===== src/sv/pcps_pkg.sv =====
// pcps_pkg: shared types, codes and default sizes for the point charge potential block
// depends on nothing; used by every other file of the block
`timescale 1ns / 1ps
package pcps_pkg;

   localparam int DEF_MAX_CHARGES     = 1024;
   localparam int DEF_COORD_BITS      = 10;
   localparam int DEF_RECIP_FRAC_BITS = 16;

   localparam int FIELD_COORD_W = 10;
   localparam int CHARGE_W      = 16;
   localparam int POT_W         = 48;
   localparam int QUEUE_DEPTH   = 2;

   typedef enum logic [1:0] {
      ST_INSERTED = 2'd0,
      ST_REPLACED = 2'd1,
      ST_FULL     = 2'd2,
      ST_POTENTIAL = 2'd3
   } status_type;

   typedef enum logic {
      CMD_INSERT = 1'b0,
      CMD_QUERY  = 1'b1
   } cmd_type;

   typedef struct packed {
      cmd_type                     cmd;
      logic [FIELD_COORD_W-1:0]    pos_x;
      logic [FIELD_COORD_W-1:0]    pos_y;
      logic signed [CHARGE_W-1:0]  charge_value;
   } qitem_type;

   typedef struct packed {
      logic      valid;
      qitem_type item;
   } qlink_type;

   typedef struct packed {
      logic [1:0] level;
      logic       full;
   } qstat_type;

   typedef enum logic [3:0] {
      BK_IDLE,
      BK_RD,
      BK_CHK,
      BK_SQ,
      BK_DIST,
      BK_RECIP,
      BK_MUL,
      BK_ACC,
      BK_OUT
   } bk_state_type;

   typedef enum logic [1:0] {
      RS_IDLE,
      RS_DIV,
      RS_SQRT,
      RS_DONE
   } rs_state_type;

endpackage


===== src/sv/pcps_if.sv =====
// pcps_req_if and pcps_rsp_if: valid/ready channels for requests and results
// depends on pcps_pkg
`timescale 1ns / 1ps
interface pcps_req_if;
   import pcps_pkg::*;
   logic                        valid;
   logic                        ready;
   logic                        op;
   logic [FIELD_COORD_W-1:0]    pos_x;
   logic [FIELD_COORD_W-1:0]    pos_y;
   logic signed [CHARGE_W-1:0]  charge_value;
   modport source (output valid, op, pos_x, pos_y, charge_value, input ready);
   modport sink (input valid, op, pos_x, pos_y, charge_value, output ready);
endinterface



===== src/sv/pcps_front.sv =====
// pcps_front: accepts requests, classifies the op and queues them for the back end
// depends on pcps_pkg and pcps_req_if
`timescale 1ns / 1ps
module pcps_front (
   input  logic               clock,
   input  logic               reset,
   pcps_req_if.sink           req,
   output pcps_pkg::qlink_type q_out,
   input  logic               q_ready,
   output pcps_pkg::qstat_type q_stat
);
   import pcps_pkg::*;

   qitem_type  slot_ff [QUEUE_DEPTH];
   qitem_type  slot_in [QUEUE_DEPTH];
   logic [1:0] level_ff, level_in;
   logic [1:0] level_m1;
   logic       push, pop;
   qitem_type  incoming;

   assign req.ready = (level_ff != 2'(QUEUE_DEPTH));
   assign push = req.valid && req.ready;
   assign pop  = q_out.valid && q_ready;
   assign level_m1 = level_ff - 2'd1;

   always_comb begin
      incoming.cmd          = req.op ? CMD_QUERY : CMD_INSERT;
      incoming.pos_x        = req.pos_x;
      incoming.pos_y        = req.pos_y;
      incoming.charge_value = req.charge_value;
   end

   always_comb begin
      slot_in  = slot_ff;
      level_in = level_ff;
      if (pop) begin
         slot_in[0] = slot_ff[1];
      end
      if (push) begin
         if (pop) begin
            slot_in[level_m1[0]] = incoming;
         end else begin
            slot_in[level_ff[0]] = incoming;
         end
      end
      level_in = level_ff + 2'(push) - 2'(pop);
   end

   always_ff @(posedge clock) begin
      slot_ff <= slot_in;
      if (reset) begin
         level_ff <= '0;
      end else begin
         level_ff <= level_in;
      end
   end

   assign q_out.valid  = (level_ff != 2'd0);
   assign q_out.item   = slot_ff[0];
   assign q_stat.level = level_ff;
   assign q_stat.full  = (level_ff == 2'(QUEUE_DEPTH));
endmodule


===== src/flat_wrapper.sv =====
// flat-port wrapper written by rule: the top's interface ports become plain ports
module pcps_front_flat import pcps_pkg::*;
  (clock, reset, q_out, q_ready, q_stat, req_valid, req_op, req_pos_x, req_pos_y, req_charge_value, req_ready);
  pcps_req_if req_i ();
  input  logic clock;
  input  logic reset;
  output pcps_pkg::qlink_type q_out;
  input  logic q_ready;
  output pcps_pkg::qstat_type q_stat;
  input wire logic [$bits(req_i.valid)-1:0] req_valid;
  input wire logic [$bits(req_i.op)-1:0] req_op;
  input wire logic [$bits(req_i.pos_x)-1:0] req_pos_x;
  input wire logic [$bits(req_i.pos_y)-1:0] req_pos_y;
  input wire logic [$bits(req_i.charge_value)-1:0] req_charge_value;
  output wire logic [$bits(req_i.ready)-1:0] req_ready;
  assign req_i.valid = req_valid;
  assign req_i.op = req_op;
  assign req_i.pos_x = req_pos_x;
  assign req_i.pos_y = req_pos_y;
  assign req_i.charge_value = req_charge_value;
  assign req_ready = req_i.ready;
  pcps_front u_core (.clock(clock), .reset(reset), .req(req_i), .q_out(q_out), .q_ready(q_ready), .q_stat(q_stat));
endmodule

===== config.mk =====
export PLATFORM = sky130hd
export DESIGN_NAME = pcps_front_flat
export DESIGN_NICKNAME = d
export VERILOG_FILES = /design/src/sv/pcps_pkg.sv /design/src/sv/pcps_if.sv /design/src/sv/pcps_front.sv /design/src/flat_wrapper.sv
export SDC_FILE = /design/constraint.sdc
export NUM_CORES = 1
export LEC_CHECK = 0
export ABC_AREA = 1
export BUFFER_PORTS_ARGS = -buffer_cell sky130_fd_sc_hd__clkbuf_2
export CAP_MARGIN = 20
export CORE_ASPECT_RATIO = 1.5
export CORE_UTILIZATION = 49
export DETAILED_ROUTE_END_ITERATION = 10
export PLACE_DENSITY = 0.84
export RECOVER_POWER = 25
export SKIP_LAST_GASP = 1
export SYNTH_ARGS = -nofsm -noshare
export SYNTH_HDL_FRONTEND = slang
export SYNTH_SLANG_ARGS = --single-unit

===== constraint.sdc =====
create_clock -name clock -period 4.1 [get_ports clock]
set_input_delay 0.205 -clock clock [delete_from_list [all_inputs] [get_ports clock]]
set_output_delay 0.205 -clock clock [all_outputs]
set_load 0.01 [all_outputs]

==> impl_metrics.py, run 1 <==
metrics = {
    "clock_tree": {
        "post_cts_buffers": 0,
        "clockBufferDepth": 2,
        "cts_hold_buf": 0,
        "clkSlewWorstSetupHoldPaths_ns": 0.07,
        "cts_tree": "yes",
        "root_buffer": "clkbuf_8",
        "cts_sinks": 76,
        "cts_htree_levels": 3,
        "cts_buffers": 9,
        "ctsResizeCount": 0,
        "clock_latency_ns": 0.35,
    },
    "logic_synthesis": {
        "synth_area_mm2": 0.003706,
        "syn_area_per_cell_um2": 8.057,
        "ys_ff_latch": 76,
        "synth_seq_area_share": 0.5105,
        "synth_cell_types": 18,
        "syn_nets": 503,
        "synth_warnings": 0,
        "postSynthCellCount": 460,
    },
    "place": {
        "port_buffers": 82,
        "post-dp-hpwl_mm": 4.836,
        "routabilityCongestion": 0.7353,
        "place_ws_ns": 1.273,
    },
    "cells_and_area": {
        "drive_above_1_share": 0.1403,
        "fillCellCount": 670,
        "nets": 537,
        "antennaDiodeCount": 0,
        "final_common_cell": "nand2_1",
        "area_growth_pct": 7.866,
        "final_cell_mix": "nand2_1 (152), nand3_1 (74), clkbuf_2 (44)",
    },
    "die": {
        "die_w_um": 73.01,
        "dieArea_mm2": 0.007922,
        "die_y_um": 108.5,
        "coreArea_mm2": 0.007274,
        "rows": 38,
        "pin_count": 83,
        "initial_core_util": 0.5095,
    },
    "setup_path": {
        "end_kind": "flop",
        "worstPathRequired_ns": 4.15,
        "crit_arrival_ns": 2.88,
        "worstSetupPathType": "flop to flop",
        "ff2ff_path_depth": 5,
        "critical_path.max_fanout": 38,
        "worst-r2r-setup-slack_ns": 1.27,
        "reg2reg_from": "u_core.level_ff[1]",
        "start_kind": "flop",
    },
    "timing": {
        "finalHoldViolCount": 0,
        "final.setup.tns_ns": 0,
        "clock_skew_ns": 0.004769,
        "setup_slack_ns": 1.270,
        "timing.final.max_slew_violations": 0,
        "rsz0062_at_grt": "false",
        "period_needed_ns": 2.830,
        "tightest_slew_ns": 0.9562,
        "fin_crit_sh": 0.6901,
        "slew_headroom": 0.3601,
        "clock.fmax_mhz": 353.4,
        "setup_viol": 0,
    },
    "detailed_routing": {
        "wirelength_mm": 7.522,
        "first_iter_violations": 210,
        "drc": 0,
        "ant_nets": 0,
        "wl_per_cell_um": 12.56,
        "vias_per_cell": 4.761,
        "num_vias": 2852,
        "drt_pre_antenna_iters": 4,
    },
    "worst_hold_path": {
        "min_from": "reset",
        "min_path_cells": 2,
        "hold_path_class": "input port to flop",
        "hold_path_end": "u_core.level_ff[0]",
    },
    "run_status": {
        "outcome": "complete, no violations",
    },
    "global_routing": {
        "grt_start_max_net_pins": 40,
        "grt_pass1_vias": 2770,
        "antenna_found_initial": 0,
        "overflow": 0,
        "grt_pass1_wl_mm": 12.15,
        "track_usage": 0.2048,
    },
    "job": {
        "maxCapViolations": 0,
    },
    "power": {
        "ir_drop_mv": 0.3764,
        "p_leak_uw": 0.002036,
        "powerDensity_mw_per_mm2": 614.2,
    },
}
-- synthesized netlist by cell type --
library cell / count / area (um2)
buf_2: 13 / 65.06
buf_4: 44 / 330.3
buf_6: 5 / 56.30
clkbuf_1: 1 / 3.750
dfxtp_1: 39 / 780.8
edfxtp_1: 37 / 1111
ha_1: 2 / 25.02
inv_1: 41 / 153.9
inv_2: 5 / 18.77
nand2_1: 152 / 570.6
nand2_4: 2 / 22.52
nand3_1: 74 / 370.4
nor2_1: 40 / 150.1
nor2_8: 1 / 20.02
nor3_1: 1 / 5.000
o21ai_1: 1 / 5.000
o21ai_2: 1 / 8.760
xnor2_1: 1 / 8.760
-- worst max-delay path: stages (launching register included) --
cell     delay (ns)
dfxtp_1        0.39
o21ai_4        0.79
inv_1          0.11
ha_1           0.34
nor3_4         0.62
buf_12         0.26
-- cell families after synthesis --
logic type                 count (synthesis)  share of synthesized area
buffers and inverters                    109                     0.1695
DFF                                       76                     0.5105
and+or+nand+nor                          270                     0.3072
xor gates and xnor gates                   1                   0.002364
AOI/OAI and AO/OA                          2                   0.003713
adders and majority gates                  2                   0.006751
-- how the worst max path moves through the flow --
stage | cells after the start | endpoint | startpoint
after floorplan | 6 | flop | u_core.level_ff[1]
after global placement | 5 | flop | u_core.level_ff[1]
after detailed placement | 5 | flop | u_core.level_ff[1]
after CTS | 5 | flop | u_core.level_ff[1]
after global routing | 5 | flop | u_core.level_ff[1]
final | 5 | flop | u_core.level_ff[1]
-- area by class of cell --
type	instances	area, um2	area share
multi-input combinational	275	1209	0.3023
clock inverter	3	37.54	0.009390
clock buffer	13	148.9	0.03725
sequential	76	1892	0.4732
timing repair buffer	86	412.9	0.1033
inverter	46	172.7	0.04319
tap	100	125.1	0.03130
-- per-stage QoR --
step | hold WS, ns | utilization | std cells | instance area (um2) | power, uW
2_1_floorplan | 0.2762 | - | 460 | 3711 | 1867
3_3_place_gp | 0.3794 | 0.5284 | 582 | 3844 | 1911
3_5_place_dp | 0.3973 | 0.5284 | 582 | 3844 | 1943
4_1_cts | 0.02611 | 0.5540 | 598 | 4030 | 2487
5_1_grt | 0.02401 | 0.5495 | 599 | 3998 | 2633
6_report | 0.03725 | 0.5495 | 599 | 3998 | 2455
-- power breakdown --
group          total, uW  internal, uW  switching (uW)
combinational        781           256             525
clock                552           295             257
sequential          1120          1030            97.4
total               2460          1580             880
-- per-layer routing --
| layer | vias to the layer above | global-route usage | routed length, um |
|---|---|---|---|
| met4 | 0 | 0.09804 | 193 |
| met1 | 1295 | 0.2236 | 3013 |
| met3 | 18 | 0.06710 | 391 |
| li1 | 1468 | - | - |
| met2 | 71 | 0.3519 | 3924 |
| met5 | - | 0 | 0 |
Power figures use the tool's default switching activity.
==> run 2: changes to the inputs <==
--- a/config.mk
+++ b/config.mk
@@ -5,13 +5,13 @@
 export SDC_FILE = /design/constraint.sdc
 export NUM_CORES = 1
 export LEC_CHECK = 0
-export ABC_AREA = 1
+export ABC_AREA = 0
 export BUFFER_PORTS_ARGS = -buffer_cell sky130_fd_sc_hd__clkbuf_2
 export CAP_MARGIN = 20
 export CORE_ASPECT_RATIO = 1.5
-export CORE_UTILIZATION = 49
+export CORE_UTILIZATION = 48
 export DETAILED_ROUTE_END_ITERATION = 10
-export PLACE_DENSITY = 0.84
+export PLACE_DENSITY = 0.83
 export RECOVER_POWER = 25
 export SKIP_LAST_GASP = 1
 export SYNTH_ARGS = -nofsm -noshare
==> constraint.sdc (replaced) <==
create_clock -name clock -period 2.5 [get_ports clock]
set_input_delay 0.125 -clock clock [delete_from_list [all_inputs] [get_ports clock]]
set_output_delay 0.125 -clock clock [all_outputs]
set_load 0.01 [all_outputs]
==> impl_metrics.py, run 2 <==
metrics = {
    "logic_synthesis": {
        "synth_cell_types": 23,
        "synth.most_common_cell": "mux2_2",
        "synth_flop_cell": "dfxtp_1",
        "synth-edff-count": 37,
        "yosys-top-cells-area": "edfxtp_1 (31%), dfxtp_1 (22%), mux2_2 (14%), mux2_4 (13%), buf_4 (7.7%)",
        "synth_largest_area_cell": "edfxtp_1",
        "syn_area_per_cell_um2": 14.09,
        "synth_top_area_share": 0.3093,
        "postSynthCellCount": 255,
        "synth_seq_area_share": 0.5266,
        "ys_ff_latch": 76,
        "synth_warnings": 0,
        "synth.top_cells.by_count": "mux2_2 (44), dfxtp_1 (39), nor2b_1 (39), buf_4 (37), edfxtp_1 (37)",
        "syn_nets": 298,
        "synth_area_mm2": 0.003592,
        "synthArstFlopShare": 0,
    },
    "worst_hold_path": {
        "min_from": "req_pos_x[6]",
        "hold_path_class": "input port to flop",
        "hold_path_end": "u_core.q_out[32]",
        "min_path_cells": 2,
    },
    "timing": {
        "clock.fmax_mhz": 535.0,
        "clock_skew_ns": 0.005870,
        "final.setup.tns_ns": 0,
        "tightest_slew_ns": 0.5010,
        "fin_crit_sh": 0.7477,
        "finalHoldViolCount": 0,
        "setup_viol": 0,
        "rsz0062_at_grt": "false",
        "period_needed_ns": 1.869,
        "timing.final.max_slew_violations": 0,
        "slew_headroom": 0.6660,
    },
    "detailed_routing": {
        "vias_per_cell": 4.643,
        "ant_nets": 0,
        "wirelength_mm": 6.032,
        "first_iter_violations": 99,
        "drt_pre_antenna_iters": 4,
        "drc": 0,
        "wl_per_cell_um": 14.16,
        "num_vias": 1978,
    },
    "cells_and_area": {
        "antennaDiodeCount": 0,
        "fin_util": 0.5686,
        "drive_above_1_share": 0.4356,
        "final_cell_mix": "mux2_2 (44), clkbuf_2 (44), clkbuf_1 (41)",
        "nets": 364,
        "area_growth_pct": 14.39,
    },
    "setup_path": {
        "reg2reg_from": "u_core.level_ff[0]",
        "worstPathRequired_ns": 2.74,
        "worst-r2r-setup-slack_ns": 0.63,
        "cp_slowest_cell": "dfxtp_1",
        "critical_path.max_fanout": 18,
        "worstSetupPathType": "flop to flop",
        "ff2ff_path_depth": 4,
        "end_kind": "flop",
        "rr_endpoint": "u_core.q_out[36]",
        "crit_chain": "or2_4, a21bo_2, buf_12, mux2_2",
        "start_kind": "flop",
        "cpPeakStageDelay_ns": 0.52,
        "crit_arrival_ns": 2.11,
    },
    "global_routing": {
        "grt_pass1_wl_mm": 9.522,
        "grt_pass1_vias": 2042,
        "grt_start_max_net_pins": 38,
        "track_usage": 0.1656,
        "overflow": 0,
        "antenna_found_initial": 0,
    },
    "clock_tree": {
        "clockBufferDepth": 2,
        "root_buffer": "clkbuf_8",
        "post_cts_buffers": 0,
        "cts_sinks": 76,
        "cts_tree": "yes",
        "cts_buffers": 9,
        "cts_htree_levels": 3,
        "clock_latency_ns": 0.35,
        "clkSlewWorstSetupHoldPaths_ns": 0.07,
    },
    "die": {
        "rows": 38,
        "die_y_um": 108.0,
        "die_w_um": 72.64,
        "dieArea_mm2": 0.007841,
        "pin_count": 83,
        "coreArea_mm2": 0.007227,
        "initial_core_util": 0.4971,
    },
    "job": {
        "maxCapViolations": 0,
    },
    "place": {
        "post-dp-hpwl_mm": 3.891,
        "port_buffers": 82,
        "routabilityCongestion": 0.7383,
    },
    "power": {
        "p_leak_uw": 0.001697,
        "ir_drop_mv": 0.6555,
        "powerDensity_mw_per_mm2": 1134,
    },
    "run_status": {
        "outcome": "complete, no violations",
    },
}
## run 2: cell types whose count changed after synthesis, moves of 2 or more
| cell | before | now |
|---|---|---|
| nand2_1 | 152 | 1 |
| nand3_1 | 74 | 0 |
| mux2_2 | 0 | 44 |
| nor2_1 | 40 | 1 |
| nor2b_1 | 0 | 39 |
| inv_1 | 41 | 4 |
| mux2_4 | 0 | 30 |
| buf_2 | 13 | 4 |
| buf_4 | 44 | 37 |
| inv_2 | 5 | 0 |
| buf_8 | 0 | 3 |
| nand2_4 | 2 | 0 |
## run 2: through the flow
step                      area (um2)  cells  hold slack (ns)  setup slack (ns)  power, uW
after global placement          3814    393           0.3042            0.6692       3857
after floorplan                 3600    255           0.1966            0.3465       3788
after detailed placement        3814    393           0.3128            0.6387       3933
after global routing            4109    426        0.0006346            0.5466       4921
after CTS                       4136    424       0.00003994            0.6220       4787
final                           4109    426          0.02087            0.6308       4659
## run 2: power by group
part | internal, uW | leakage, uW | switching (uW)
clock | 413 | 0.0000905 | 415
combinational | 1010 | 0.000927 | 824
sequential | 1810 | 0.000680 | 192
## run 2: final cells by class
class	count	area [um2]
sequential	76	1892
fill	629	3118
clock inverter	2	10.01
clock buffer	14	162.7
inverter	4	15.01
multi-input combinational	126	1321
tap	100	125.1
timing repair buffer	104	583.1
## run 2: logic make-up after synthesis
kind of cell,after synthesis,synth area share
fa+ha+maj,2,0.006965
xor+xnor,1,0.002439
compound gates,2,0.005225
mux,75,0.2661
flops,76,0.5266
buf+inv,53,0.1132
simple gates,46,0.07941
## run 2: worst max path at each step
stage | startpoint | to | slack [ns] | depth (start not counted)
floorplan | u_core.level_ff[1] | flop | 0.35 | 6
global placement | u_core.level_ff[0] | u_core.q_out[36] | 0.67 | 4
detailed placement | u_core.level_ff[0] | u_core.q_out[36] | 0.64 | 4
CTS | u_core.level_ff[0] | u_core.q_out[36] | 0.62 | 4
global route | u_core.level_ff[0] | u_core.q_out[36] | 0.55 | 4
finish | u_core.level_ff[0] | u_core.q_out[36] | 0.63 | 4
## run 2: layer usage
| metal | vias to the layer above | track usage | share of wire |
|---|---|---|---|
| met1 | 950 | 0.1775 | 0.41 |
| met4 | 0 | 0.07563 | 0.015 |
| met3 | 7 | 0.05965 | 0.047 |
| met2 | 51 | 0.2870 | 0.53 |
| li1 | 970 | - | - |
| met5 | - | 0 | 0 |
## run 2: what timing repair did
| action | 4_1_cts | 5_1_grt |
|---|---|---|
| hold buffers | 15 | 2 |
| resized for setup | 0 | 0 |
| endpoints found under the hold margin | 16 | 2 |
## run 2: worst max-delay path, delay by kind of cell, from the launching register on
kind	cells	cell delay (ns)
flops	1	0.52
compound gates	1	0.44
buf+inv	1	0.25
simple gates	1	0.19
mux	1	0.35
